===== src/sv/tqla_pkg.sv =====
package tqla_pkg;

   localparam int NumStatesDef  = 64;
   localparam int ValueWidthDef = 16;
   localparam int NumActions    = 3;
   localparam int RegWidth      = 16;
   localparam int RegIdxWidth   = 3;
   localparam int RewardWidth   = 12;
   localparam int TotalWidth    = 32;
   localparam int DrawWidth     = 14;

   // Register indexes.
   localparam logic [RegIdxWidth-1:0] REG_INIT_EPS  = 3'd0;
   localparam logic [RegIdxWidth-1:0] REG_EPS_FLOOR = 3'd1;
   localparam logic [RegIdxWidth-1:0] REG_EPS_DECAY = 3'd2;
   localparam logic [RegIdxWidth-1:0] REG_DISCOUNT  = 3'd3;
   localparam logic [RegIdxWidth-1:0] REG_LEARN     = 3'd4;

   // Actions.
   localparam logic [1:0] ACT_BACKOFF = 2'd0;
   localparam logic [1:0] ACT_CCA     = 2'd1;
   localparam logic [1:0] ACT_SEND    = 2'd2;

   localparam logic FUNC_SELECT = 1'b0;
   localparam logic FUNC_UPDATE = 1'b1;

   // Rewards in signed Q4.8: twelve bits, eight of them fraction bits.
   localparam logic signed [RewardWidth-1:0] RW_BACKOFF   = 12'sd307;
   localparam logic signed [RewardWidth-1:0] RW_CCA_BUSY  = 12'sd256;
   localparam logic signed [RewardWidth-1:0] RW_CCA_OK    = 12'sd768;
   localparam logic signed [RewardWidth-1:0] RW_CCA_FAIL  = -12'sd512;
   localparam logic signed [RewardWidth-1:0] RW_SEND_OK   = 12'sd1024;
   localparam logic signed [RewardWidth-1:0] RW_SEND_FAIL = -12'sd768;

   localparam int DrawScale = 10000;
   localparam int ValueInit = -2560;
   localparam int ValueStep = 256;

   typedef enum logic [3:0] {
      ST_CLEAR, ST_IDLE, ST_SEL_RD, ST_SEL_EPS, ST_SEL_DONE,
      ST_UPD_RD, ST_UPD_MAX, ST_UPD_DISC, ST_UPD_LR, ST_UPD_WR, ST_UPD_POL,
      ST_OUT
   } state_type;

   typedef struct packed {
      logic [RegWidth-1:0] initial_epsilon;
      logic [RegWidth-1:0] epsilon_floor;
      logic [RegWidth-1:0] epsilon_decay;
      logic [RegWidth-1:0] discount;
      logic [RegWidth-1:0] learn_rate;
   } csr_type;

   function automatic logic signed [RewardWidth-1:0] reward_of(
      input logic [1:0] act, input logic clear, input logic ok);
      logic signed [RewardWidth-1:0] r;
      case (act)
         ACT_BACKOFF: r = RW_BACKOFF;
         ACT_CCA:     r = !clear ? RW_CCA_BUSY : (ok ? RW_CCA_OK : RW_CCA_FAIL);
         default:     r = ok ? RW_SEND_OK : RW_SEND_FAIL;
      endcase
      return r;
   endfunction

endpackage


===== src/sv/tqla_value_mem.sv =====
// Value table: one row per state holding all three action values.
module tqla_value_mem import tqla_pkg::*; #(
   parameter int NUM_STATES  = NumStatesDef,
   parameter int VALUE_WIDTH = ValueWidthDef,
   localparam int SW = (NUM_STATES > 1) ? $clog2(NUM_STATES) : 1
) (
   input  logic                                  clock,
   input  logic                                  wr_en,
   input  logic [SW-1:0]                         wr_addr,
   input  logic [NumActions*VALUE_WIDTH+1:0]     wr_data,
   input  logic [SW-1:0]                         rd_addr,
   output logic [NumActions*VALUE_WIDTH+1:0]     rd_data
);
   logic [NumActions*VALUE_WIDTH+1:0] mem [NUM_STATES];

   // Synchronous write and registered read.
   always_ff @(posedge clock) begin
      if (wr_en) begin
         mem[wr_addr] <= wr_data;
      end
      rd_data <= mem[rd_addr];
   end
endmodule


===== config.mk =====
export PLATFORM = sky130hd
export DESIGN_NAME = tqla_value_mem
export DESIGN_NICKNAME = d
export VERILOG_FILES = /design/src/sv/tqla_pkg.sv /design/src/sv/tqla_value_mem.sv
export SDC_FILE = /design/constraint.sdc
export NUM_CORES = 2
export LEC_CHECK = 0
export ABC_AREA = 1
export BUFFER_PORTS_ARGS = -buffer_cell sky130_fd_sc_hd__buf_2
export CORE_MARGIN = 3
export CORE_UTILIZATION = 45
export CTS_CLUSTER_SIZE = 30
export DETAILED_ROUTE_END_ITERATION = 8
export PLACE_DENSITY = 0.58
export REMOVE_ABC_BUFFERS = 1
export SYNTH_ARGS = -nofsm -noshare
export SYNTH_HDL_FRONTEND = slang
export SYNTH_SLANG_ARGS = --single-unit

===== constraint.sdc =====
create_clock -name clock -period 8.4 [get_ports clock]
set_clock_uncertainty 0.05 [all_clocks]
set_input_delay 1.68 -clock clock [delete_from_list [all_inputs] [get_ports clock]]
set_output_delay 1.68 -clock clock [all_outputs]
set_load 0.05 [all_outputs]

Yosys cells after proc, flatten, opt, wreduce, memory -nomap -nowiden
Memory sizes are Yosys's and may differ from the RTL's. A register that Yosys moved wholly into a read port is not among the register bits. Index checks and enable logic that the tools add are counted.

Register bits after elaboration: 0. Latch bits: 0. Memory bits (writable): 3200. Bits in read-only memories: 0. Input port bits: 64. Output and inout bits: 50. Logic and storage cells: 3. Memories: 1.

Memory list: mem (depth 64, bits a word 50, read ports 1, clocked after memory_dff 1, write ports 1, RTL line tqla_value_mem.sv:14) `logic [NumActions*VALUE_WIDTH+1:0] mem [NUM_STATES];`.

$add $sub $neg: 0. $mul: 0. Div/mod/pow operators: 0. Magnitude comparators: 0. Equal/unequal tests: 0. Shifts and indexed selects: 0. Muxes and demuxes: 2. Bitwise operators: 0. Reductions and logical operators: 0.

Operators with widths (count): $mux W1 (2).

Longest topological paths before layout
Depth in word-level cells: 2. Mapped depth: 13. Gate-level depth less buffers: 9.

Worst setup path after synthesis
No wires, ideal clock.

Path type: input to register. From: input port wr_en. To: memory mem[48][0] in the netlist's numbering, enable pin. Library setup time: 583 ps. Data arrival time: 7000 ps. Data required time: 7767 ps. Slack: 767 ps. Cell stages on the path: 3. Buffers on the path: 1. Cell sequence: clkbuf_1 > nand4_1 > nor4_1.

Cells in the longest elaborated chain, start to end: 2.

Ends and longest elaborated chain: from (decl) (RTL line tqla_value_mem.sv:8) `input logic wr_en,`; $mux W1 (RTL line tqla_value_mem.sv:18) `if (wr_en) begin`; $mux W1 (implied by the code) (RTL line tqla_value_mem.sv:19) `mem[wr_addr] <= wr_data;`; to (decl) (RTL line tqla_value_mem.sv:14).

No other way between the ends.

==> metrics.txt <==
met3 usage=under 10%; warnings from Yosys=0; hold path depth=8; DPL Wire Length=slightly below 200 mm; WP data arrival=around 5.3 ns; synthesized cell area=129000 µm²; initial antenna violation count=24; Initial Utilization=between 40 and 50%; IO Port Bufs=~110; CTS resizes=0; critical path startpoint category=input port; RSZ-0062 raised after global routing=no; H-tree depth=5; final setup fails=0; Max Clk Rate=219 MHz; Pleak=50.3 nW; DRC viols=0; wire length per cell=~28 µm; Slew Viols, Final=0; GRT Max-Usage Layer=met2; layout cell share with drive strength beyond 1=a little under 8%; GRT Util Overall=a little over a quarter; DR vias=85400; worst relative slew slack=under 10%; largest net degree at the start of global routing=approximately 210; Synth area leaders=edfxtp_1 (74%), nand3_1 (12%), nand2_1 (10%); ANT nets after route=0; Die H=approximately 540 µm; area grow syn2layout=11.5%; later-pin clock latency in the skew report=~0.9 ns; CTS Buffer Depth=4; DR iter-0 viols=11100; clock sinks=about 3300; met1 usage=37.7%; clock edge transition at the registers on the reported setup and hold paths=approximately 0.06 ns; core footprint=around 290000 µm²; CP required=9.14 ns; Netlist cell types=17; IR drop worst, VDD=0.171 mV; utilization after layout=between 50% and 60%; Vias/cell=between 5 and 6; period utilization=54.2%; most frequent cells in the layout=nand2_1 (3524), edfxtp_1 (3200), nand3_1 (2970); pwr dens=241 nW/µm²; total power=around 35 mW; CTS Hold Bufs=0; Pre-antenna DRT Iters=9; register area share after synthesis=around three quarters; share of the synthesized area in the top cell type=74.4%; Fin. Hold Viols=0; CTS tree=done; Ports=between 100 and 150; syn avg cell area=12.3 µm²; minimum clock period=between 4 and 5 ns; Slew @ Worst Pin=between 1 and 1.5 ns; CP Max Fanout=between 150 and 200; most common cell after layout, fill and taps aside=nand2_1; min-delay worst type=reg2reg; Root Driver=clkbuf_16; status=finished, final reports clean; first-pass GRT wire length=between 500 and 600 mm; via count of the first global-routing pass=between 80000 and 90000; Syn Inst Count=approximately 11000; dominant cell type by area after synthesis=edfxtp_1; row cnt=approximately 200; die extent in x=between 500 and 600 µm; Critical Path Sink Type=flop; setup bufs post-CTS=0; routability cong.=~0.8; Final nets=10500; Crit Path Class=in2reg; #FFs+latches synth=around 3300; global routing usage on met2=between 40% and 50%; full die area=293000 µm²; routed wire length=405 mm; MaxCap Viol Count=0; R2R cell count=8; GRT overflow=0; total CTS buffers=~340
where the power goes:
part | internal [mW] | total, mW | switching, mW
clock network | 8.38 | 14.6 | 6.24
registers | 18.0 | 18.0 | 0.0636
logic | 0.461 | 2.06 | 1.59
final timing paths:
kind	start	end	slack, ns
min	mem[14][24]$_DFFE_PP_	rd_data[24]$_DFF_P_	0.75
max reg2reg	mem[37][45]$_DFFE_PP_	rd_data[45]$_DFF_P_	6.68
max	rd_addr[0]	rd_data[45]$_DFF_P_	3.84
min reg2reg	mem[14][24]$_DFFE_PP_	rd_data[24]$_DFF_P_	0.75
through the flow:
stage	hold WS (ns)	setup slack, ns	setup TNS (ns)	instance area, µm²	instances
after floorplan	0.670	-1.56	-76.78	126000	9829
after global placement	0.726	3.24	0	133000	13900
after detailed placement	0.731	3.23	0	133000	13900
after CTS	0.756	4.12	0	144000	14500
after global routing	0.841	3.86	0	144000	14500
final	0.747	3.84	0	144000	14500
layer usage:
layer	part of all wire, %	wire length, µm
met5	0.0064	26
met4	3.6	14700
met3	9.3	37600
met2	47	190000
met1	40	163000
logic make-up (layout without fill, tap and decap cells):
| logic type | after synthesis | in the layout | share of synthesized area, % |
|---|---|---|---|
| buffers and inverters | 713 | 926 | 2.81 |
| other | 0 | 12 | 0 |
| and+or+nand+nor | 6567 | 6567 | 22.0 |
| DFF | 3250 | 3250 | 75.2 |
registers in the layout (all words and copies together), names as in the netlist:
signal,cells
mem,3200
rd_data,50
final cells by class:
class | count | area (µm²)
Clock buffer | 428 | 9040
Timing Repair Buffer | 303 | 2470
Fill cell | 24500 | 141000
Clock inverter | 183 | 1650
Tap cell | 3762 | 4710
Antenna cell | 12 | 30.0
Inverter | 12 | 93.8
Multi-Input combinational cell | 6567 | 28900
Sequential cell | 3250 | 97100
worst max-delay path, cell delays in order:
cell and delay (ns):
buf_8 0.44, buf_12 0.55, buf_12 0.53, nand2_1 0.12
nand3_1 0.14, nand3_1 0.09, nand3_1 0.12, nand3_1 0.25
nand2_1 0.16, nand2_1 0.17, nand2_1 0.15
synthesized netlist by cell type:
master and number:
nand3_1 2970, dfxtp_1 50, buf_2 383, buf_4 80
edfxtp_1 3200, nor2_1 56, clkbuf_1 131, nor4_1 8
inv_1 10, buf_1 86, buf_8 1, buf_6 19
nand4_1 9, inv_4 1, buf_12 1, nand2_1 3524
inv_2 1
Power figures use the tool's default switching activity.
