<file path="config.mk">
export PLATFORM = sky130hd
export DESIGN_NAME = tqla_mult
export DESIGN_NICKNAME = d
export VERILOG_FILES = /design/src/sv/tqla_pkg.sv /design/src/sv/tqla_mult.sv
export SDC_FILE = /design/constraint.sdc
export NUM_CORES = 1
export LEC_CHECK = 0
export BUFFER_PORTS_ARGS = -buffer_cell sky130_fd_sc_hd__buf_2
export CAP_MARGIN = 40
export CORE_MARGIN = 2
export CORE_UTILIZATION = 55
export CTS_BUF_LIST = sky130_fd_sc_hd__clkbuf_4 sky130_fd_sc_hd__clkbuf_8
export DETAILED_ROUTE_END_ITERATION = 7
export PLACE_DENSITY = 0.73
export SKIP_LAST_GASP = 1
export SLEW_MARGIN = 20
export SYNTH_ARGS = -nofsm -noshare
export SYNTH_HDL_FRONTEND = slang
export SYNTH_SLANG_ARGS = --single-unit
</file>
<file path="constraint.sdc">
create_clock -name clock -period 8.5 [get_ports clock]
set_input_delay 1.7 -clock clock [delete_from_list [all_inputs] [get_ports clock]]
set_output_delay 1.7 -clock clock [all_outputs]
set_load 0.1 [all_outputs]
</file>
<file path="src/sv/tqla_pkg.sv">
package tqla_pkg;

   localparam int NumStatesDef  = 64;
   localparam int ValueWidthDef = 16;
   localparam int NumActions    = 3;
   localparam int RegWidth      = 16;
   localparam int RegIdxWidth   = 3;
   localparam int RewardWidth   = 12;
   localparam int TotalWidth    = 32;
   localparam int DrawWidth     = 14;

   // Register indexes.
   localparam logic [RegIdxWidth-1:0] REG_INIT_EPS  = 3'd0;
   localparam logic [RegIdxWidth-1:0] REG_EPS_FLOOR = 3'd1;
   localparam logic [RegIdxWidth-1:0] REG_EPS_DECAY = 3'd2;
   localparam logic [RegIdxWidth-1:0] REG_DISCOUNT  = 3'd3;
   localparam logic [RegIdxWidth-1:0] REG_LEARN     = 3'd4;

   // Actions.
   localparam logic [1:0] ACT_BACKOFF = 2'd0;
   localparam logic [1:0] ACT_CCA     = 2'd1;
   localparam logic [1:0] ACT_SEND    = 2'd2;

   localparam logic FUNC_SELECT = 1'b0;
   localparam logic FUNC_UPDATE = 1'b1;

   // Rewards in signed Q4.8: twelve bits, eight of them fraction bits.
   localparam logic signed [RewardWidth-1:0] RW_BACKOFF   = 12'sd307;
   localparam logic signed [RewardWidth-1:0] RW_CCA_BUSY  = 12'sd256;
   localparam logic signed [RewardWidth-1:0] RW_CCA_OK    = 12'sd768;
   localparam logic signed [RewardWidth-1:0] RW_CCA_FAIL  = -12'sd512;
   localparam logic signed [RewardWidth-1:0] RW_SEND_OK   = 12'sd1024;
   localparam logic signed [RewardWidth-1:0] RW_SEND_FAIL = -12'sd768;

   localparam int DrawScale = 10000;
   localparam int ValueInit = -2560;
   localparam int ValueStep = 256;

   typedef enum logic [3:0] {
      ST_CLEAR, ST_IDLE, ST_SEL_RD, ST_SEL_EPS, ST_SEL_DONE,
      ST_UPD_RD, ST_UPD_MAX, ST_UPD_DISC, ST_UPD_LR, ST_UPD_WR, ST_UPD_POL,
      ST_OUT
   } state_type;

   typedef struct packed {
      logic [RegWidth-1:0] initial_epsilon;
      logic [RegWidth-1:0] epsilon_floor;
      logic [RegWidth-1:0] epsilon_decay;
      logic [RegWidth-1:0] discount;
      logic [RegWidth-1:0] learn_rate;
   } csr_type;

   function automatic logic signed [RewardWidth-1:0] reward_of(
      input logic [1:0] act, input logic clear, input logic ok);
      logic signed [RewardWidth-1:0] r;
      case (act)
         ACT_BACKOFF: r = RW_BACKOFF;
         ACT_CCA:     r = !clear ? RW_CCA_BUSY : (ok ? RW_CCA_OK : RW_CCA_FAIL);
         default:     r = ok ? RW_SEND_OK : RW_SEND_FAIL;
      endcase
      return r;
   endfunction

endpackage

</file>
<file path="src/sv/tqla_mult.sv">
// Registered signed multiply of a value by an unsigned Q0.16 rate, floor / 65536.
module tqla_mult import tqla_pkg::*; #(
   parameter int AW = 18
) (
   input  logic                 clock,
   input  logic signed [AW-1:0] a,
   input  logic [RegWidth-1:0]  rate,
   output logic signed [AW-1:0] p
);
   logic signed [AW+RegWidth:0] prod;
   logic signed [AW-1:0]        p_in;

   always_comb begin
      prod = a * $signed({1'b0, rate});
      // Arithmetic shift is floor division by 65536.
      p_in = AW'(prod >>> RegWidth);
   end

   always_ff @(posedge clock) begin
      p <= p_in;
   end
endmodule

</file>
== Yosys cells after proc, flatten, opt, wreduce, memory -nomap -nowiden ==
Cells that the tools add are included.
Storage, ports and cells
  register bits after elaboration: 18
  input port bits: 35
  output and inout port bits: 18
  logic and storage cells: 2
Operators by class
  multipliers: 1
Operators by type and width (count)
  $mul A18 B17 Y34: 1

== Longest topological paths before layout ==
Gate-level depths: netlist of the first run.
  depth after elaboration: 1
  depth in mapped cells: 23
  gate-level depth less buffers: 21

== Worst setup path before layout of the first run ==
OpenSTA, ideal clock, no wires.
  path type: input port to flip-flop
  from: input a[17]
  to: register p[17]
  library setup time: 0.121 ns
  arrival time: 7.148 ns
  required time: 8.379 ns
  setup slack: 1.232 ns
  stages: 20
  buffers on the path: 2
  cells stage by stage: clkbuf_1 -> and2_1 -> fa_1 -> inv_1 -> fa_1 -> inv_1 -> fa_1 -> fa_1 -> fa_1 -> inv_1 -> fa_1 -> inv_1 -> ha_1 -> clkbuf_1 -> a21o_1 -> a211oi_2 -> o211ai_1 -> a31o_2 -> a221o_1 -> xnor2_1
On the way
  cells in the longest elaborated chain, start to end: 1
Ends and longest elaborated chain
  from (decl): line tqla_mult.sv:6  | input logic signed [AW-1:0] a,
  $mul A18 B17 Y34: line tqla_mult.sv:14  | prod = a * $signed({1'b0, rate});
  named net prod[33]: line tqla_mult.sv:10  | logic signed [AW+RegWidth:0] prod;
  to (signal assigned): line tqla_mult.sv:20  | p <= p_in;
  to (decl): line tqla_mult.sv:8  | output logic signed [AW-1:0] p
The timed path passes the listed nets, and every way through them passes these cells.

== Worst setup path after layout of the first run ==
  from: input rate[2]
  to: register p[17]
On the way
  cells in the longest elaborated chain, start to end: 1
Ends and longest elaborated chain
  from (decl): line tqla_mult.sv:7  | input logic [RegWidth-1:0] rate,
  $mul A18 B17 Y34: line tqla_mult.sv:14
  named net prod[33]: line tqla_mult.sv:10
The timed path passes the listed nets, and every way through them passes these cells.

==> results.toml, run 1 <==
[outcome]
outcome = "complete, no violations"

[hold_path]
hold_class = "reg2out"
whs_path_depth = 1

[synth]
synth_edf_count = 0
synth_top_area_share_pct = 51.34
syn_area_um2 = 11150
ys_async_sr_fraction_pct = 0
synthTopCellsByArea = "fa_1, inv_1, ha_1, and2_1, nand2_1"
yosysTopAreaCell = "fa_1"
avgSynthCellArea_um2 = 8.943
yosys_warnings = 0
netlist_instances = 1247
syn_nets = 1652
synth_ff_type = "dfxtp_1"
ys_ff_latch = 18
synth_cell_types = 49
seq_area_frac_synth_pct = 3.231

[flow_run]
drv_cap = 0

[setup_path]
crit_chain = "buf_2 > and2_1 > fa_1 > inv_1 > fa_1 > inv_1 > fa_1 > fa_1 > fa_1 > inv_1 > fa_1 > inv_1 > ha_1 > a21o_1 > a211oi_2 > o211ai_1 > a31o_2 > a221o_1 > xnor2_1"
cp_top_family = "adder cells"
critical_path_class = "in2reg"
crit_top_cell = "fa_1"
required_ns = 8.64
cp.depth = 19
cp-end-kind = "flip-flop"
start_kind = "input port"
crit_start = "rate[2]"
max_stage_delay_ns = 0.53
crit_end = "p[17]$_DFF_P_"
worst_ep_arrival_time_ns = 7.52
crit_fanout = 18
crit_buf_inv = 5
slowest_stage = "fa_1"

[route]
vias_per_cell = 5.304
ant_nets = 0
drcViolationCount = 0
avgRoutedWirePerCell_um = 16.89
drtPass1Iterations = 5
drtIter0Drc = 404
routed_wl_mm = 25.73
vias = 8078

[die]
fp.dieW_um = 146.4
num_io_pins = 53
rows = 52
dieArea_um2 = 21430
dieHeight_um = 146.4
initial_core_util_pct = 55.65
coreArea_um2 = 20040

[sta]
slew_viol_final = 0
relSlewSlack_pct = 59.56
whs_ns = 2.524
min_period_ns = 7.388
clock.fmax_mhz = 135.4
final-setup-viol-count = 0
hold_viol = 0
fin_crit_sh_pct = 86.92
tightest_slew_ns = 0.6025
rsz0062_at_grt = "no"
fin_setup_tns_ns = 0

[finish]
largest_register_ff_count = 18
area_growth_pct = 4.039
final_nets = 1659
antenna_cells = 0
regMostFlops = "p"
fin_area_um2 = 11600
top_regs = "p: 18 flops"
drive_gt1_share_pct = 5.587

[placement]
dp_hpwl_mm = 20.97
io_buffers = 52
gp_congestion = 0.9161
place_area_um2 = 11550

[global_route]
grt_pass1_wl_mm = 44.68
grt_overflow = 0
grt_max_degree = 19
track_usage_pct = 26.56
grt_pass1_vias = 9102
antenna_found_initial = 0

[clock_network]
cts_buffers = 3
cts_tree = "done"
hold_buffers = 0
cts_setup_buffers = 0
cts_sinks = 18
ctsResizeCount = 0
cts-root-buf = "clkbuf_8"
cts.path.max_buffers = 2
cts.clk_slew.worst_paths_ns = 0.06
cts_max_level = 1
==> metrics by stage <==
stage | worst slack (ns) | utilization [%] | instances
floorplan | 1.232 | - | 1247
global placement | 0.9475 | 57.62 | 1519
detailed placement | 0.8682 | 57.62 | 1519
CTS | 1.126 | 57.90 | 1523
global route | 0.7953 | 57.90 | 1523
finish | 1.112 | 57.90 | 1523
==> layout make-up <==
class	instances	area [µm²]
Multi-Input combinational cell	827	9268
Fill cell	1822	8437
Inverter	352	1321
Sequential cell	18	360.3
Tap cell	270	337.8
Timing Repair Buffer	52	260.3
Clock buffer	4	55.05
==> logic make-up (layout without fill, tap and decap cells) <==
logic type	count (synthesis)	count (layout)	synth area share (%)
AND/OR/NAND/NOR	349	349	15.12
flip-flops	18	18	3.231
XOR/XNOR	24	24	1.885
AO/OA/AOI/OAI	84	84	5.330
buffers and inverters	402	408	13.67
adder cells (fa/ha/maj)	370	370	60.77
==> routing by layer <==
layer  routed length [µm]  global-route usage (%)
met1                 9667                   32.28
met2                13160                   47.78
met3                 1376                   2.813
met4                 1530                   12.23
met5                    0                       0
==> layout by cell type (no fill, tap or decap), types with 5 or more instances in the layout <==
| master | n |
|---|---|
| nor2_1 | 13 |
| buf_2 | 52 |
| nand3_1 | 5 |
| a211oi_2 | 5 |
| a211oi_1 | 7 |
| nand2_1 | 185 |
| xor2_1 | 5 |
| ha_1 | 84 |
| inv_1 | 352 |
| o211ai_1 | 5 |
| xnor2_1 | 19 |
| fa_1 | 286 |
| o21ai_0 | 15 |
| dfxtp_1 | 18 |
| and2_1 | 120 |
| and3_1 | 6 |
| a21oi_1 | 20 |
| nor3_1 | 6 |
==> how the worst min path moves through the flow <==
| stage | from | endpoint | slack (ns) |
|---|---|---|---|
| 3_5_place_dp | p[12]$_DFF_P_ | p[12] | 2.25 |
| 4_1_cts | p[12]$_DFF_P_ | p[12] | 2.54 |
| 6_report | p[12]$_DFF_P_ | p[12] | 2.52 |
| 2_1_floorplan | p[0]$_DFF_P_ | p[0] | 2.31 |
| 5_1_grt | p[14]$_DFF_P_ | p[14] | 2.56 |
| 3_3_place_gp | p[4]$_DFF_P_ | p[4] | 2.25 |
==> cell usage after synthesis (5+ instances only) <==
| library cell | number |
|---|---|
| a211oi_1 | 7 |
| o211ai_1 | 5 |
| and2_1 | 120 |
| nor3_1 | 6 |
| dfxtp_1 | 18 |
| a21oi_1 | 20 |
| inv_1 | 352 |
| xor2_1 | 5 |
| nor2_1 | 13 |
| and3_1 | 6 |
| fa_1 | 286 |
| nand3_1 | 5 |
| xnor2_1 | 19 |
| a211oi_2 | 5 |
| nand2_1 | 185 |
| o21ai_0 | 15 |
| ha_1 | 84 |
| clkbuf_1 | 48 |
Power of run 1 is not shown: default switching activity piles up to over one toggle a cycle in this logic, so the estimate is an artifact.
==> inputs of run 2 (changes only) <==
--- a/config.mk
+++ b/config.mk
@@ -7,6 +7,7 @@
 export LEC_CHECK = 0
 export BUFFER_PORTS_ARGS = -buffer_cell sky130_fd_sc_hd__buf_2
 export CAP_MARGIN = 40
+export CORE_ASPECT_RATIO = 2
 export CORE_MARGIN = 2
 export CORE_UTILIZATION = 55
 export CTS_BUF_LIST = sky130_fd_sc_hd__clkbuf_4 sky130_fd_sc_hd__clkbuf_8
==> run 2 against run 1 <==
Net effect:
- flip-flop and latch count did not move
- global-route usage grew 2.7 points
- first-iteration DRC count decreased by 19%
- critical path depth is the same
==> results.toml, run 2 (synthesized netlist as in run 1, its figures left out) <==
[clock_network]
cts-root-buf = "clkbuf_8"
cts_setup_buffers = 0
cts.path.max_buffers = 2
cts_max_level = 1
cts.clk_slew.worst_paths_ns = 0.06
cts_buffers = 3
cts_sinks = 18
cts_tree = "done"
ctsResizeCount = 0
hold_buffers = 0

[die]
rows = 73
num_io_pins = 53
coreArea_um2 = 19910
dieHeight_um = 205.4
fp.dieW_um = 104.7
dieArea_um2 = 21500
initial_core_util_pct = 56.01

[setup_path]
start_kind = "input port"
crit_fanout = 16
cp-end-kind = "flip-flop"
slowest_stage = "fa_1"
critical_path_class = "in2reg"
crit_top_cell = "fa_1"
worst_ep_arrival_time_ns = 7.59
max_stage_delay_ns = 0.73
required_ns = 8.62
crit_chain = "buf_2 > and2_1 > fa_1 > inv_1 > fa_1 > inv_1 > fa_1 > fa_1 > fa_1 > inv_1 > fa_1 > inv_1 > ha_1 > a21o_1 > a211oi_2 > o211ai_1 > a31o_2 > a221o_1 > xnor2_1"

[route]
drcViolationCount = 0
routed_wl_mm = 28.60
vias = 8211
avgRoutedWirePerCell_um = 18.87
ant_nets = 0
drtIter0Drc = 327
vias_per_cell = 5.416
drtPass1Iterations = 5

[sta]
fin_setup_tns_ns = 0
clock.fmax_mhz = 133.9
hold_viol = 0
final-setup-viol-count = 0
rsz0062_at_grt = "no"
min_period_ns = 7.469
relSlewSlack_pct = 41.16
fin_crit_sh_pct = 87.87
tightest_slew_ns = 0.8752
slew_viol_final = 0

[global_route]
antenna_found_initial = 0
track_usage_pct = 29.27
grt_overflow = 0
grt_pass1_vias = 9582
grt_max_degree = 19
grt_pass1_wl_mm = 47.60

[finish]
fin_area_um2 = 11600
finalNonFillerCells = 1516
mostFrequentLayoutCells = "inv_1, fa_1, nand2_1"
final_nets = 1660
fillers = 1841
largest_register_ff_count = 18
final_common_cell = "inv_1"
antenna_cells = 0
area_growth_pct = 4.017
top_regs = "p: 18 flops"
drive_gt1_share_pct = 5.662
regMostFlops = "p"

[placement]
io_buffers = 52
dp_hpwl_mm = 24.94
place_area_um2 = 11540
gp_congestion = 0.9232
dp.cells = 1512

[hold_path]
worstHoldStart = "p[12]$_DFF_P_"
whs_path_depth = 1
worstHoldEndpoint = "p[12]"
hold_class = "reg2out"

[flow_run]
drv_cap = 0

[outcome]
outcome = "complete, no violations"
-- run 2: final cells by class --
| class | instances | area (µm²) | area share [%] |
|---|---|---|---|
| multi-input cells | 827 | 9268 | 79.89 |
| inverters | 352 | 1321 | 11.39 |
| flip-flops and latches | 18 | 360.3 | 3.106 |
| well taps | 262 | 327.8 | 2.826 |
| repair buffers | 53 | 267.8 | 2.308 |
| clock buffers | 4 | 55.05 | 0.4746 |
-- run 2: stage by stage --
stage | utilization [%] | hold WS, ns | worst slack [ns]
final | 58.26 | 2.519 | 1.031
after global routing | 58.26 | 2.545 | 0.6764
after CTS | 58.26 | 2.529 | 1.041
after detailed placement | 57.98 | 2.251 | 0.7905
after global placement | 57.98 | 2.251 | 0.8556
after floorplan | - | 2.307 | 1.232
-- run 2: worst max path at each step --
stage | start | to | depth (start not counted)
after CTS | rate[2] | p[17]$_DFF_P_ | 19
after global placement | rate[2] | p[17]$_DFF_P_ | 19
final | a[17] | p[17]$_DFF_P_ | 19
after floorplan | a[17] | p[17]$_DFF_P_ | 20
after global routing | rate[2] | p[17]$_DFF_P_ | 19
after detailed placement | rate[2] | p[17]$_DFF_P_ | 19
-- run 2: critical path: cells and delay by family --
kind | cells | cell delay, ns
AO/OA/AOI/OAI | 5 | 1.14
XOR/XNOR | 1 | 0.12
adder cells (fa/ha/maj) | 7 | 3.70
AND/OR/NAND/NOR | 1 | 0.26
buffers and inverters | 5 | 0.63
-- run 2: per-layer routing --
layer	up-vias	track usage (%)	wire (µm)
li1	3613	-	-
met5	-	0	0
met2	243	56.93	16130
met3	144	2.344	684
met4	0	25.81	3476
met1	4211	26.30	8305
Power of run 2 is left out for the same reason.
==> inputs of run 3 (changes only) <==
--- a/config.mk
+++ b/config.mk
@@ -9,10 +9,10 @@
 export CAP_MARGIN = 40
 export CORE_ASPECT_RATIO = 2
 export CORE_MARGIN = 2
-export CORE_UTILIZATION = 55
+export CORE_UTILIZATION = 45
 export CTS_BUF_LIST = sky130_fd_sc_hd__clkbuf_4 sky130_fd_sc_hd__clkbuf_8
 export DETAILED_ROUTE_END_ITERATION = 7
-export PLACE_DENSITY = 0.73
+export PLACE_DENSITY = 0.61
 export SKIP_LAST_GASP = 1
 export SLEW_MARGIN = 20
 export SYNTH_ARGS = -nofsm -noshare
==> constraint.sdc (replaced) <==
create_clock -name clock -period 9.3 [get_ports clock]
set_input_delay 1.86 -clock clock [delete_from_list [all_inputs] [get_ports clock]]
set_output_delay 1.86 -clock clock [all_outputs]
set_load 0.1 [all_outputs]
==> run 3 against run 2 <==
Net effect:
- die area grew 22%
- global-route usage shrank 4.6 points
- routed wire length rose by 4.0%
==> results.toml, run 3 (synthesized netlist as in run 1, its figures left out) <==
[outcome]
outcome = "complete, no violations"

[finish]
drive_gt1_share_pct = 5.662
post-route-util_pct = 47.84
fin_area_um2 = 11690
final_nets = 1660
fillers = 2397
regMostFlops = "p"
final_common_cell = "inv_1"
largest_register_ff_count = 18
mostFrequentLayoutCells = "inv_1, fa_1, nand2_1"
antenna_cells = 0
area_growth_pct = 4.780
top_regs = "p: 18 flops"

[route]
drtPass1Iterations = 5
drtIter0Drc = 301
drcViolationCount = 0
vias_per_cell = 5.117
avgRoutedWirePerCell_um = 18.75
vias = 8115
ant_nets = 0
routed_wl_mm = 29.73

[sta]
rsz0062_at_grt = "no"
relSlewSlack_pct = 56.49
fin_setup_tns_ns = 0
tightest_slew_ns = 0.6479
min_period_ns = 7.696
slew_viol_final = 0
postLayoutSetupSlackWorst_ns = 1.604
final-setup-viol-count = 0
clock.fmax_mhz = 129.9
fin_crit_sh_pct = 82.75
hold_viol = 0

[clock_network]
cts.path.max_buffers = 2
hold_buffers = 0
cts_setup_buffers = 0
cts.clk_slew.worst_paths_ns = 0.07
ctsResizeCount = 0
cts_max_level = 1
cts_tree = "done"
cts_sinks = 18
cts-root-buf = "clkbuf_8"
cts_buffers = 3

[setup_path]
crit_fanout = 18
critical_path_class = "in2reg"
start_kind = "input port"
crit_start = "rate[2]"
worst_ep_arrival_time_ns = 7.82
required_ns = 9.42
cp-end-kind = "flip-flop"

[placement]
gp_congestion = 0.8916
io_buffers = 52
place_area_um2 = 11630
post-place-ws_ns = 1.332
dp_hpwl_mm = 26.16

[hold_path]
whs_path_depth = 1
hold_class = "reg2out"
worstHoldStart = "p[6]$_DFF_P_"

[global_route]
track_usage_pct = 24.71
grt_overflow = 0
grt_pass1_vias = 9311
grt_max_degree = 19
grt_pass1_wl_mm = 47.80
antenna_found_initial = 0

[die]
num_io_pins = 53
initial_core_util_pct = 45.66
coreArea_um2 = 24420
dieArea_um2 = 26130
rows = 81
fp.dieW_um = 115.3
dieHeight_um = 226.6

[flow_run]
drv_cap = 0
run 3: cell counts in the layout (fill, tap and decap cells not counted):
Identical to the previous run, type by type.
run 3: worst max-delay path, stage by stage:
cell and delay, ns:
buf_2 0.21, and2_1 0.25, fa_1 0.59, inv_1 0.15, fa_1 0.74, inv_1 0.22, fa_1 0.51, fa_1 0.50
fa_1 0.51, inv_1 0.05, fa_1 0.48, inv_1 0.04, ha_1 0.38, a21o_1 0.21, a211oi_2 0.26, o211ai_1 0.13
a31o_2 0.26, a221o_1 0.34, xnor2_1 0.12
run 3: worst paths after layout:
kind / slack, ns / to
worst max-delay path: 1.60 / p[17]$_DFF_P_
worst min-delay path: 2.68 / p[6]
run 3: layout make-up:
type	instances	area [µm²]	share of cell area (%)
Multi-Input combinational cell	827	9268	79.31
Timing Repair Buffer	53	265.3	2.270
Sequential cell	18	360.3	3.084
Clock buffer	4	55.05	0.4711
Tap cell	332	415.4	3.555
Inverter	352	1321	11.31
run 3: per-stage QoR:
stage	hold WS, ns	std cells
4_1_cts	2.693	1586
3_5_place_dp	2.412	1582
6_report	2.683	1586
5_1_grt	2.710	1586
2_1_floorplan	2.467	1247
3_3_place_gp	2.411	1581
run 3: per-layer routing:
layer  routed length (µm)  vias to the layer above  share of wire (%)  global-route usage [%]
li1                     -                     3613                  -                       -
met1                 8784                     4241                 30                   22.25
met2                17770                      173                 60                   50.37
met3                  484                       88                1.6                   1.149
met4                 2694                        0                9.1                   16.28
met5                    0                        -                  0                       0
Power of run 3 is left out for the same reason.
